## src/rtl/defq_pkg.sv

```systemverilog
// shared types and codes for the debounced event queue
package defq_pkg;

  typedef enum logic [2:0] {
    ST_QUEUED  = 3'd0,
    ST_IGNORED = 3'd1,
    ST_DROPPED = 3'd2,
    ST_POPPED  = 3'd3,
    ST_EMPTY   = 3'd4
  } status_t;

  localparam logic [7:0] WINDOW_RESET = 8'd8;

  typedef struct packed {
    logic [2:0]  src;
    logic        pressed;
    logic [31:0] stamp;
  } event_t;

  typedef struct packed {
    logic rd_en;
    logic push;
    logic pop;
  } ring_ctl_t;

  typedef struct packed {
    logic empty;
    logic full;
  } ring_stat_t;

endpackage

```

## src/rtl/debounced_event_fifo_unit.sv

```systemverilog
// debounced event queue top level: per-input lockout and timestamped event ring
//
//  channel | direction | handshake            | payload
//  in_     | input     | in_valid / in_ready   | command, input_number, level_pressed, time_now
//  out_    | output    | out_valid / out_ready | status, event_*, drop_total
//  cfg_    | input     | cfg_valid / cfg_ready | debounce_window
//
// in each transaction the accept edge issues the reads of the
// timestamp memory and the event ring, then the update state updates both and
// loads the output register. a new transaction is taken while a result waits.
// a stalled output holds the update state until out_ready frees the register.
// reset clears pointers, drop count, timestamp valid bits and sets the window to 8.
module debounced_event_fifo_unit import defq_pkg::*; #(
  parameter int QUEUE_DEPTH = 16,
  parameter int NUM_INPUTS  = 6
) (
  input  logic        clk,
  input  logic        rst_n,
  input  logic        in_valid,
  output logic        in_ready,
  input  logic        in_command,
  input  logic [2:0]  in_input_number,
  input  logic        in_level_pressed,
  input  logic [31:0] in_time_now,
  output logic        out_valid,
  input  logic        out_ready,
  output logic [2:0]  out_status,
  output logic [2:0]  out_event_input,
  output logic        out_event_pressed,
  output logic [31:0] out_event_time,
  output logic [31:0] out_drop_total,
  input  logic        cfg_valid,
  output logic        cfg_ready,
  input  logic [7:0]  cfg_debounce_window
);

  localparam int IDX_W = (NUM_INPUTS > 1) ? $clog2(NUM_INPUTS) : 1;

  typedef enum logic [1:0] {
    S_IDLE = 2'b01,
    S_EXEC = 2'b10
  } state_t;

  state_t state_r, state_nxt;

  logic [7:0]  window_r;
  logic [31:0] drop_cnt_r, drop_cnt_nxt;

  // accepted transaction
  logic             cmd_r;
  logic [IDX_W-1:0] idx_r;
  logic             range_r;
  logic             level_r;
  logic [31:0]      time_r;
  logic [2:0]       src_r;

  // timestamp memory
  logic [31:0]           ts_mem [NUM_INPUTS];
  logic [NUM_INPUTS-1:0] ts_vld_r;
  logic [31:0]           ts_rd_r;
  logic                  ts_rd_vld_r;
  logic                  ts_we;

  logic             in_fire, exec_go, out_free;
  logic [31:0]      num_wide;
  logic [IDX_W-1:0] in_idx;
  logic             in_range;
  logic [31:0]      last_time, elapsed;
  logic             edge_ok;

  status_t    status_nxt;
  event_t     ev_nxt, ring_wr, ring_rd;
  ring_ctl_t  ring_ctl;
  ring_stat_t ring_stat;
  logic       push, pop, drop_inc;

  logic        out_valid_r;
  status_t     out_status_r;
  event_t      out_ev_r;
  logic [31:0] out_drop_r;

  assign in_ready  = (state_r == S_IDLE);
  assign in_fire   = in_valid && in_ready;
  assign cfg_ready = 1'b1;

  assign num_wide = 32'(in_input_number);
  assign in_idx   = num_wide[IDX_W-1:0];
  assign in_range = (num_wide < 32'(NUM_INPUTS));

  always_ff @(posedge clk) begin
    if (!rst_n) begin
      window_r <= WINDOW_RESET;
    end else if (cfg_valid && cfg_ready) begin
      window_r <= cfg_debounce_window;
    end
  end

  always_ff @(posedge clk) begin
    if (in_fire) begin
      cmd_r   <= in_command;
      idx_r   <= in_idx;
      range_r <= in_range;
      level_r <= in_level_pressed;
      time_r  <= in_time_now;
      src_r   <= in_input_number;
    end
  end

  always_ff @(posedge clk) begin
    if (ts_we) begin
      ts_mem[idx_r] <= time_r;
    end
    if (in_fire) begin
      ts_rd_r     <= ts_mem[in_idx];
      ts_rd_vld_r <= in_range ? ts_vld_r[in_idx] : 1'b0;
    end
  end

  always_ff @(posedge clk) begin
    if (!rst_n) begin
      ts_vld_r <= '0;
    end else if (ts_we) begin
      ts_vld_r[idx_r] <= 1'b1;
    end
  end

  // never-written timestamps read as zero
  assign last_time = ts_rd_vld_r ? ts_rd_r : '0;
  assign elapsed   = time_r - last_time;
  assign edge_ok   = range_r && (elapsed >= {24'd0, window_r});

  assign out_free = !out_valid_r || out_ready;
  assign exec_go  = (state_r == S_EXEC) && out_free;

  always_comb begin
    status_nxt = ST_EMPTY;
    ev_nxt     = '0;
    push       = 1'b0;
    pop        = 1'b0;
    ts_we      = 1'b0;
    drop_inc   = 1'b0;
    if (!cmd_r) begin
      if (!edge_ok) begin
        status_nxt = ST_IGNORED;
      end else begin
        ts_we = exec_go;
        if (ring_stat.full) begin
          drop_inc   = exec_go;
          status_nxt = ST_DROPPED;
        end else begin
          push       = exec_go;
          status_nxt = ST_QUEUED;
        end
      end
    end else if (!ring_stat.empty) begin
      pop        = exec_go;
      ev_nxt     = ring_rd;
      status_nxt = ST_POPPED;
    end
  end

  assign drop_cnt_nxt = drop_inc ? drop_cnt_r + 32'd1 : drop_cnt_r;

  assign ring_wr.src     = src_r;
  assign ring_wr.pressed = level_r;
  assign ring_wr.stamp   = time_r;

  assign ring_ctl.rd_en = in_fire;
  assign ring_ctl.push  = push;
  assign ring_ctl.pop   = pop;

  defq_ring #(
    .QUEUE_DEPTH(QUEUE_DEPTH)
  ) u_ring (
    .clk     (clk),
    .rst_n   (rst_n),
    .ctl     (ring_ctl),
    .wr_data (ring_wr),
    .rd_data (ring_rd),
    .stat    (ring_stat)
  );

  always_comb begin
    state_nxt = state_r;
    unique case (state_r)
      S_IDLE: begin
        if (in_fire) state_nxt = S_EXEC;
      end
      S_EXEC: begin
        if (exec_go) state_nxt = S_IDLE;
      end
      default: state_nxt = S_IDLE;
    endcase
  end

  always_ff @(posedge clk) begin
    if (!rst_n) begin
      state_r     <= S_IDLE;
      drop_cnt_r  <= '0;
      out_valid_r <= 1'b0;
    end else begin
      state_r    <= state_nxt;
      drop_cnt_r <= drop_cnt_nxt;
      if (exec_go) begin
        out_valid_r <= 1'b1;
      end else if (out_ready) begin
        out_valid_r <= 1'b0;
      end
    end
  end

  always_ff @(posedge clk) begin
    if (exec_go) begin
      out_status_r <= status_nxt;
      out_ev_r     <= ev_nxt;
      out_drop_r   <= drop_cnt_nxt;
    end
  end

  assign out_valid         = out_valid_r;
  assign out_status        = out_status_r;
  assign out_event_input   = out_ev_r.src;
  assign out_event_pressed = out_ev_r.pressed;
  assign out_event_time    = out_ev_r.stamp;
  assign out_drop_total    = out_drop_r;

  a_ring_not_both: assert property (@(posedge clk) disable iff (!rst_n)
    !(ring_stat.empty && ring_stat.full))
    else $error("ring reports empty and full together");

  a_accept_to_exec: assert property (@(posedge clk) disable iff (!rst_n)
    in_fire |=> (state_r == S_EXEC))
    else $error("accepted transaction did not enter update cycle");

  a_drop_step: assert property (@(posedge clk) disable iff (!rst_n)
    drop_inc |=> (drop_cnt_r == $past(drop_cnt_r) + 32'd1) && (out_status == ST_DROPPED))
    else $error("drop count or status wrong after a full ring");

  a_pop_result: assert property (@(posedge clk) disable iff (!rst_n)
    pop |=> out_valid && (out_status == ST_POPPED))
    else $error("pop did not produce a popped result");

endmodule

```

## src/rtl/defq_ring.sv

```systemverilog
// event ring: synchronous event memory with read and write pointers
module defq_ring import defq_pkg::*; #(
  parameter int QUEUE_DEPTH = 16
) (
  input  logic       clk,
  input  logic       rst_n,
  input  ring_ctl_t  ctl,
  input  event_t     wr_data,
  output event_t     rd_data,
  output ring_stat_t stat
);

  localparam int PTR_W = $clog2(QUEUE_DEPTH);
  localparam logic [PTR_W-1:0] PTR_LAST = PTR_W'(QUEUE_DEPTH - 1);

  event_t           mem [QUEUE_DEPTH];
  event_t           rd_data_r;
  logic [PTR_W-1:0] wr_ptr_r, wr_ptr_nxt;
  logic [PTR_W-1:0] rd_ptr_r, rd_ptr_nxt;
  logic [PTR_W-1:0] wr_inc, rd_inc;

  always_comb begin
    wr_inc = (wr_ptr_r == PTR_LAST) ? '0 : wr_ptr_r + 1'b1;
    rd_inc = (rd_ptr_r == PTR_LAST) ? '0 : rd_ptr_r + 1'b1;
    wr_ptr_nxt = ctl.push ? wr_inc : wr_ptr_r;
    rd_ptr_nxt = ctl.pop ? rd_inc : rd_ptr_r;
  end

  // one slot stays free so full and empty differ
  assign stat.empty = (rd_ptr_r == wr_ptr_r);
  assign stat.full  = (wr_inc == rd_ptr_r);
  assign rd_data    = rd_data_r;

  always_ff @(posedge clk) begin
    if (!rst_n) begin
      wr_ptr_r <= '0;
      rd_ptr_r <= '0;
    end else begin
      wr_ptr_r <= wr_ptr_nxt;
      rd_ptr_r <= rd_ptr_nxt;
    end
  end

  always_ff @(posedge clk) begin
    if (ctl.push) begin
      mem[wr_ptr_r] <= wr_data;
    end
    if (ctl.rd_en) begin
      rd_data_r <= mem[rd_ptr_r];
    end
  end

endmodule
```

## config.mk

```make
export PLATFORM = sky130hd
export DESIGN_NAME = debounced_event_fifo_unit
export DESIGN_NICKNAME = d
export VERILOG_FILES = /design/src/rtl/defq_pkg.sv /design/src/rtl/debounced_event_fifo_unit.sv /design/src/rtl/defq_ring.sv
export SDC_FILE = /design/constraint.sdc
export NUM_CORES = 1
export LEC_CHECK = 0
export ABC_AREA = 1
export ABC_CLOCK_PERIOD_IN_PS = 10000
export BUFFER_PORTS_ARGS = -buffer_cell sky130_fd_sc_hd__buf_2
export CAP_MARGIN = 20
export CORE_AREA = 2 2 327 329
export DETAILED_ROUTE_END_ITERATION = 10
export DIE_AREA = 0 0 329 331
export SYNTH_ARGS = -nofsm -noshare
export SYNTH_HDL_FRONTEND = slang
export SYNTH_SLANG_ARGS = --single-unit
```

## constraint.sdc

```tcl
create_clock -name clk -period 10 [get_ports clk]
set_input_delay 1 -clock clk [delete_from_list [all_inputs] [get_ports clk]]
set_output_delay 1 -clock clk [all_outputs]
set_load 0.05 [all_outputs]
```

==> impl_metrics.env, run 1 <==
export IMPL_antenna_cells=0
export IMPL_synth_area_um2=41900
export IMPL_p_seq_frac=0.525
export IMPL_start_kind="flop"
export IMPL_core_um2=105000
export IMPL_ys_seq_area_frac=0.706
export IMPL_netlist_top_cell_by_area="edfxtp_1"
export IMPL_cts_tree="done"
export IMPL_path_buf_inv=4
export IMPL_drv_cap=0
export IMPL_synth_seq_cells=1003
export IMPL_dieWidth_um=329
export IMPL_cts_clk_slew_worst_paths_ns=0.06
export IMPL_place_inst=4802
export IMPL_io_buffers=122
export IMPL_async_flop_share=0
export IMPL_fin_hold_ws_ns=0.463
export IMPL_fmax_mhz=185
export IMPL_antenna_found_initial=3
export IMPL_die_h_um=331
export IMPL_cpPeakStageDelay_ns=0.91
export IMPL_clockRootBuffer="clkbuf_16"
export IMPL_r2r_setup_slack_ns=4.59
export IMPL_dp_hpwl_mm=57.7
export IMPL_busiest_layer="met2"
export IMPL_critPathCaptureType="flop"
export IMPL_drt_wirelength_per_cell_um=20.4
export IMPL_grt_use_met1=0.264
export IMPL_rsz0062_at_grt="no"
export IMPL_avgSynthCellArea_um2=12.3
export IMPL_synthToLayoutAreaGrowth_pct=13.6
export IMPL_wirelength_mm=102
export IMPL_maxSlewViolCount=0
export IMPL_cp_max_fo=30
export IMPL_dr_total_vias=26091
export IMPL_finalSetupViolations=0
export IMPL_rows=119
export IMPL_p_per_area_nw_per_um2=188
export IMPL_grt_use_met2=0.300
export IMPL_min_period_over_period=0.541
export IMPL_clockBufferDepth=3
export IMPL_hp_class="flop to flop"
export IMPL_grt_pass1_wl_mm=154
export IMPL_drt_iter0_drc=2442
export IMPL_ys_warn_count=0
export IMPL_comb_power_share=0.047
export IMPL_synth_edff_count=946
export IMPL_dr_pass1_iters=6
export IMPL_hold_buffers=0
export IMPL_postSynthCellCount=3397
export IMPL_grt_usage=0.186
export IMPL_cts_buffers=106
export IMPL_p_int_mw=6.94
export IMPL_pin_count=124
export IMPL_ys_top_cells_by_area="edfxtp_1, nand2_1, nor2_1"
export IMPL_power_switching_mw=1.98
export IMPL_slowest_stage="edfxtp_1"
export IMPL_crit_chain="inv_1 -> fa_1 -> inv_1 -> nand2_1 -> a21oi_1 -> xor2_1 -> ha_1 -> nand2_1 -> inv_1 -> nand2_1 -> nand2_1 -> nand2_1 -> nand2_1 -> nor2_1 -> nand2_1 -> nor2_1 -> nand2_1 -> nor2_4 -> nand2_8 -> nand4_2 -> nor3_2 -> buf_4"
export IMPL_layout_nets=3620
export IMPL_p_leak_nw=17.3
export IMPL_cts_max_level=3
export IMPL_ys_flop_type="edfxtp_1"
export IMPL_overflow=0
export IMPL_viasPerCell=5.21
export IMPL_synth_cell_types=50
export IMPL_drive_above_1_share=0.129
export IMPL_cts_sinks=1003
export IMPL_ir_drop_uv=140
export IMPL_arrival_ns=5.73
export IMPL_clk_insertion_delay_late_ns=0.69
export IMPL_slew_headroom=0.258
export IMPL_grt_pass1_vias=24868
export IMPL_status="finished clean"
export IMPL_ant_nets=0
export IMPL_utilization=0.453
export IMPL_grt_max_degree=188
export IMPL_post_route_min_period_ns=5.41
export IMPL_worst_slew_pin_slew_ns=1.11
export IMPL_synth_top_area_frac=0.678
export IMPL_cp_required_ns=10.32
export IMPL_die_area_um2=109000
export IMPL_p_sw_frac=0.223
export IMPL_path_delay_family="simple AND/OR/NAND/NOR gates"
export IMPL_gr_usage_met3=0.0260
export IMPL_synthMostInstantiatedCell="edfxtp_1"
export IMPL_cpMostUsedCell="nand2_1"
export IMPL_final_cell_count_no_fill=5005
export IMPL_cts_resized=0
export IMPL_power_frac_clock=0.427
export IMPL_synth_commonest_cells="edfxtp_1, nand2_1, nor2_1, inv_1, o21ai_0"
export IMPL_drc=0
export IMPL_hold_viol_final=0
export IMPL_post_dp_cell_area_um2=44100
export IMPL_fin_tns_setup_ns=0
export IMPL_start_util=0.399
export IMPL_syn_nets=3495
export IMPL_postCtsSetupBuffers=0
export IMPL_stdcell_area_um2=47600
export IMPL_critical_path_class="flop to flop"
export IMPL_gp_congestion=0.919
export IMPL_fin_skew_ns=0.0368
-- flip-flops by register name, indices dropped and copies added (netlist names), 32 cells and up --
signal          flops
time_r             32
drop_cnt_r         32
ts_rd_r            32
u_ring.rd_data     36
out_event_time     32
ts_mem            192
u_ring.mem        576
out_drop_total     32
-- routing by layer --
layer  share of wire  vias to the layer above
met5         0.00013                        -
met1            0.46                    12873
met4           0.018                        2
met2            0.47                      711
li1                -                    12389
met3           0.052                      116
-- cell usage in the layout, fill, tap and decap left out, types with 21 or more instances in the layout --
cell / count
edfxtp_1: 946
nand2_1: 601
nor2_1: 463
inv_1: 230
o21ai_0: 190
buf_2: 121
clkbuf_16: 107
nand3_1: 97
o32ai_1: 83
a21oi_1: 75
mux2i_1: 61
o221ai_1: 61
buf_4: 59
dfxtp_1: 54
ha_1: 47
xor2_1: 38
a32o_1: 32
o22ai_1: 32
nand2_4: 30
a21oi_2: 30
clkbuf_1: 27
nand4_1: 21
nor3_1: 21
-- final timing paths --
kind | from | end | depth (start not counted)
max | time_r[1] | u_ring.mem[10][18] | 22
min | ts_vld_r[2] | ts_vld_r[2] | 1
max reg2reg | time_r[1] | u_ring.mem[10][18] | 22
min reg2reg | ts_vld_r[2] | ts_vld_r[2] | 1
-- metrics by stage --
stage / power [mW] / setup WS (ns)
3_5_place_dp: 5.20 / 3.97
2_1_floorplan: 5.04 / 1.23
5_1_grt: 9.23 / 4.10
4_1_cts: 9.01 / 3.93
6_report: 8.92 / 4.59
3_3_place_gp: 5.19 / 4.10
-- power by group through the flow --
stage,registers [mW],logic [mW],clock network [mW]
floorplan,4.78,0.261,0
global placement,4.78,0.416,0
detailed placement,4.78,0.416,0
CTS,4.69,0.418,3.90
global route,4.69,0.474,4.07
finish,4.69,0.421,3.81
-- cell type report --
class	count	area (µm²)
Fill cell	9432	57400
Tap cell	1391	1740
Sequential cell	1003	29600
Inverter	251	947
Clock inverter	62	574
Clock buffer	138	2830
Timing Repair Buffer	184	1120
Multi-Input combinational cell	1976	10800
-- cell families after synthesis --
family,after synthesis,share of synthesized area
xor gates and xnor gates,47,0.00983
buffers and inverters,418,0.0394
AOI/OAI and AO/OA,523,0.0840
DFF,1003,0.706
other,1,0.0000896
and+or+nand+nor,1296,0.132
adders and majority gates,48,0.0145
muxes,61,0.0146
Power figures use the tool's default switching activity.
==> run 2, diff against run 1 <==
--- a/config.mk
+++ b/config.mk
@@ -5,13 +5,13 @@
 export SDC_FILE = /design/constraint.sdc
 export NUM_CORES = 1
 export LEC_CHECK = 0
-export ABC_AREA = 1
-export ABC_CLOCK_PERIOD_IN_PS = 10000
+export ABC_AREA = 0
+export ABC_CLOCK_PERIOD_IN_PS = 5150
 export BUFFER_PORTS_ARGS = -buffer_cell sky130_fd_sc_hd__buf_2
 export CAP_MARGIN = 20
-export CORE_AREA = 2 2 327 329
+export CORE_AREA = 2 2 320 322
 export DETAILED_ROUTE_END_ITERATION = 10
-export DIE_AREA = 0 0 329 331
+export DIE_AREA = 0 0 322 324
 export SYNTH_ARGS = -nofsm -noshare
 export SYNTH_HDL_FRONTEND = slang
 export SYNTH_SLANG_ARGS = --single-unit
==> constraint.sdc (replaced) <==
create_clock -name clk -period 5.15 [get_ports clk]
set_input_delay 0.515 -clock clk [delete_from_list [all_inputs] [get_ports clk]]
set_output_delay 0.515 -clock clk [all_outputs]
set_load 0.05 [all_outputs]
==> impl_metrics.env, run 2 <==
export IMPL_status="finished clean"
export IMPL_grt_usage=0.184
export IMPL_grt_pass1_wl_mm=142
export IMPL_fin_skew_ns=0.0522
export IMPL_die_area_um2=104000
export IMPL_post_route_min_period_ns=4.85
export IMPL_cts_sinks=1003
export IMPL_p_sw_frac=0.214
export IMPL_crit_chain="and2_1 -> ha_1 -> fa_1 -> nand2b_1 -> a21o_1 -> nand2_1 -> xor2_1 -> ha_1 -> a221oi_1 -> o2111ai_1 -> a31oi_1 -> nand4_1 -> nor4_2 -> o2111ai_2 -> or4_4 -> nand2_2 -> nor3_4 -> buf_12"
export IMPL_p_int_mw=13.6
export IMPL_p_leak_nw=15.2
export IMPL_drc=0
export IMPL_critical_path_class="flop to flop"
export IMPL_place_inst=3588
export IMPL_finalSetupViolations=0
export IMPL_drt_iter0_drc=1997
export IMPL_synthToLayoutAreaGrowth_pct=16.2
export IMPL_hold_viol_final=0
export IMPL_antenna_found_initial=8
export IMPL_dr_total_vias=21214
export IMPL_cpPeakStageDelay_ns=0.64
export IMPL_slowest_stage="or4_4"
export IMPL_synthMostInstantiatedCell="edfxtp_1"
export IMPL_synth_edff_count=946
export IMPL_top_register="u_ring.mem"
export IMPL_largest_reg_flops=576
export IMPL_dieWidth_um=322
export IMPL_synth_commonest_cells="edfxtp_1, mux4_2, nand2_1, a21oi_1, nor2_1"
export IMPL_fmax_mhz=206
export IMPL_grt_max_degree=150
export IMPL_cts_max_level=3
export IMPL_hp_class="primary input to flop"
export IMPL_netlist_top_cell_by_area="edfxtp_1"
export IMPL_final_cell_count_no_fill=3791
export IMPL_ys_top_cells_by_area="edfxtp_1, mux4_2, dfxtp_1"
export IMPL_p_per_area_nw_per_um2=370
export IMPL_dp_hpwl_mm=58.1
export IMPL_rows=117
export IMPL_maxSlewViolCount=0
export IMPL_utilization=0.462
export IMPL_dr_pass1_iters=7
export IMPL_postSynthCellCount=2182
export IMPL_gp_congestion=0.916
export IMPL_ys_warn_count=0
export IMPL_fillCellCount=8514
export IMPL_overflow=0
export IMPL_syn_nets=2280
export IMPL_die_h_um=324
export IMPL_power_frac_clock=0.431
export IMPL_ir_drop_uv=241
export IMPL_ys_seq_area_frac=0.736
export IMPL_drt_wirelength_per_cell_um=25.0
export IMPL_async_flop_share=0
export IMPL_synth_top_area_frac=0.707
export IMPL_rsz0062_at_grt="no"
export IMPL_min_period_over_period=0.942
export IMPL_core_um2=101000
export IMPL_cp_max_fo=24
export IMPL_layout_nets=2493
export IMPL_synth_seq_cells=1003
export IMPL_io_buffers=122
export IMPL_start_kind="flop"
export IMPL_cts_tree="done"
export IMPL_clk_insertion_delay_late_ns=0.68
export IMPL_ys_flop_type="edfxtp_1"
export IMPL_antenna_cells=0
export IMPL_power_switching_mw=3.71
export IMPL_critPathCaptureType="flop"
export IMPL_slew_headroom=0.287
export IMPL_clockRootBuffer="clkbuf_16"
export IMPL_avgSynthCellArea_um2=18.4
export IMPL_pin_count=124
export IMPL_synth_area_um2=40200
export IMPL_drv_cap=0
export IMPL_worst_slew_pin_slew_ns=1.07
export IMPL_arrival_ns=5.24
export IMPL_synth_cell_types=76
export IMPL_start_util=0.398
export IMPL_grt_pass1_vias=21560
export IMPL_post_dp_cell_area_um2=43100
export IMPL_stdcell_area_um2=46700
export IMPL_ant_nets=0
export IMPL_cp_required_ns=5.54
export IMPL_layout_common_cells="edfxtp_1, mux4_2, nand2_1, buf_2, clkbuf_16"
export IMPL_cts_clk_slew_worst_paths_ns=0.06
export IMPL_final_common_cell="edfxtp_1"
export IMPL_cts_buffers=102
export IMPL_p_seq_frac=0.524
export IMPL_viasPerCell=5.60
export IMPL_drive_above_1_share=0.256
export IMPL_wirelength_mm=94.9
export IMPL_cpMostUsedCell="ha_1"
export IMPL_comb_power_share=0.045
export IMPL_finalPower_mw=17.3
export IMPL_clockBufferDepth=3
[run 2: cell count changes in the layout (fill, tap and decap cells not counted), sizes merged, moves of 83 or more]
cell	before	now
inv	254	28
mux4	0	213
nand2	641	130
nor2	478	84
o21ai	191	41
o32ai	83	0
[run 2: power by group through the flow]
stage | sequential [mW] | clock [mW] | combinational (mW)
floorplan | 9.28 | 0 | 0.423
global placement | 9.23 | 0 | 0.752
detailed placement | 9.24 | 0 | 0.763
CTS | 9.06 | 7.61 | 0.772
global route | 9.06 | 7.94 | 0.850
finish | 9.06 | 7.45 | 0.773
[run 2: what timing repair did]
item	CTS	global route
setup buffers	0	1
gates resized for setup	0	5
hold buffers	9	0
endpoints found under the setup margin	0	695
hold endpoints to repair	9	0
[run 2: worst max-delay path, delay by kind of cell, from the launching register on]
family	cells	cell delay, ns
compound gates	5	1.07
xor+xnor	1	0.07
fa+ha+maj	3	0.81
buf+inv	1	0.24
flops	1	0.48
simple gates	8	1.86
[run 2: worst paths after layout]
kind,from,end,slack (ns),cells after the start
worst max-delay path,ts_rd_vld_r,ts_mem[3][14],0.30,18
worst min-delay path,in_time_now[8],time_r[8],0.03,1
worst max register to register,ts_rd_vld_r,ts_mem[3][14],0.30,18
worst min register to register,drop_cnt_r[16],drop_cnt_r[16],0.46,2
[run 2: layout make-up]
type,count,area [µm²],area share
timing repair buffer,229,1810,0.0388
sequential,1003,29600,0.633
multi-input combinational,1034,10200,0.218
clock inverter,57,664,0.0142
inverter,25,96.3,0.00206
tap,1309,1640,0.0351
clock buffer,134,2750,0.0588
[run 2: cells by family after synthesis]
| family | count (synthesis) | synth area share |
|---|---|---|
| compound gates | 253 | 0.0401 |
| xor+xnor | 28 | 0.00610 |
| fa+ha+maj | 48 | 0.0151 |
| buf+inv | 145 | 0.0146 |
| flops | 1003 | 0.736 |
| mux | 266 | 0.133 |
| other cells | 1 | 0.0000933 |
| simple gates | 438 | 0.0556 |
[run 2: per-layer routing]
layer | up-vias | wire length (µm) | global-route usage
met5 | - | 0 | 0
li1 | 9308 | - | -
met3 | 126 | 5000 | 0.0263
met1 | 11132 | 40300 | 0.249
met4 | 0 | 1650 | 0.0443
met2 | 648 | 48000 | 0.314
[run 2: per-stage QoR]
step / setup WS [ns] / hold slack (ns) / TNS, ns
after floorplan: -0.214 / 0.415 / -13.67
after global placement: 0.195 / 0.434 / 0
after detailed placement: 0.0875 / 0.436 / 0
after CTS: 0.0214 / 0.000145 / 0
after global routing: 0.00514 / 0.0129 / 0
final: 0.301 / 0.0329 / 0
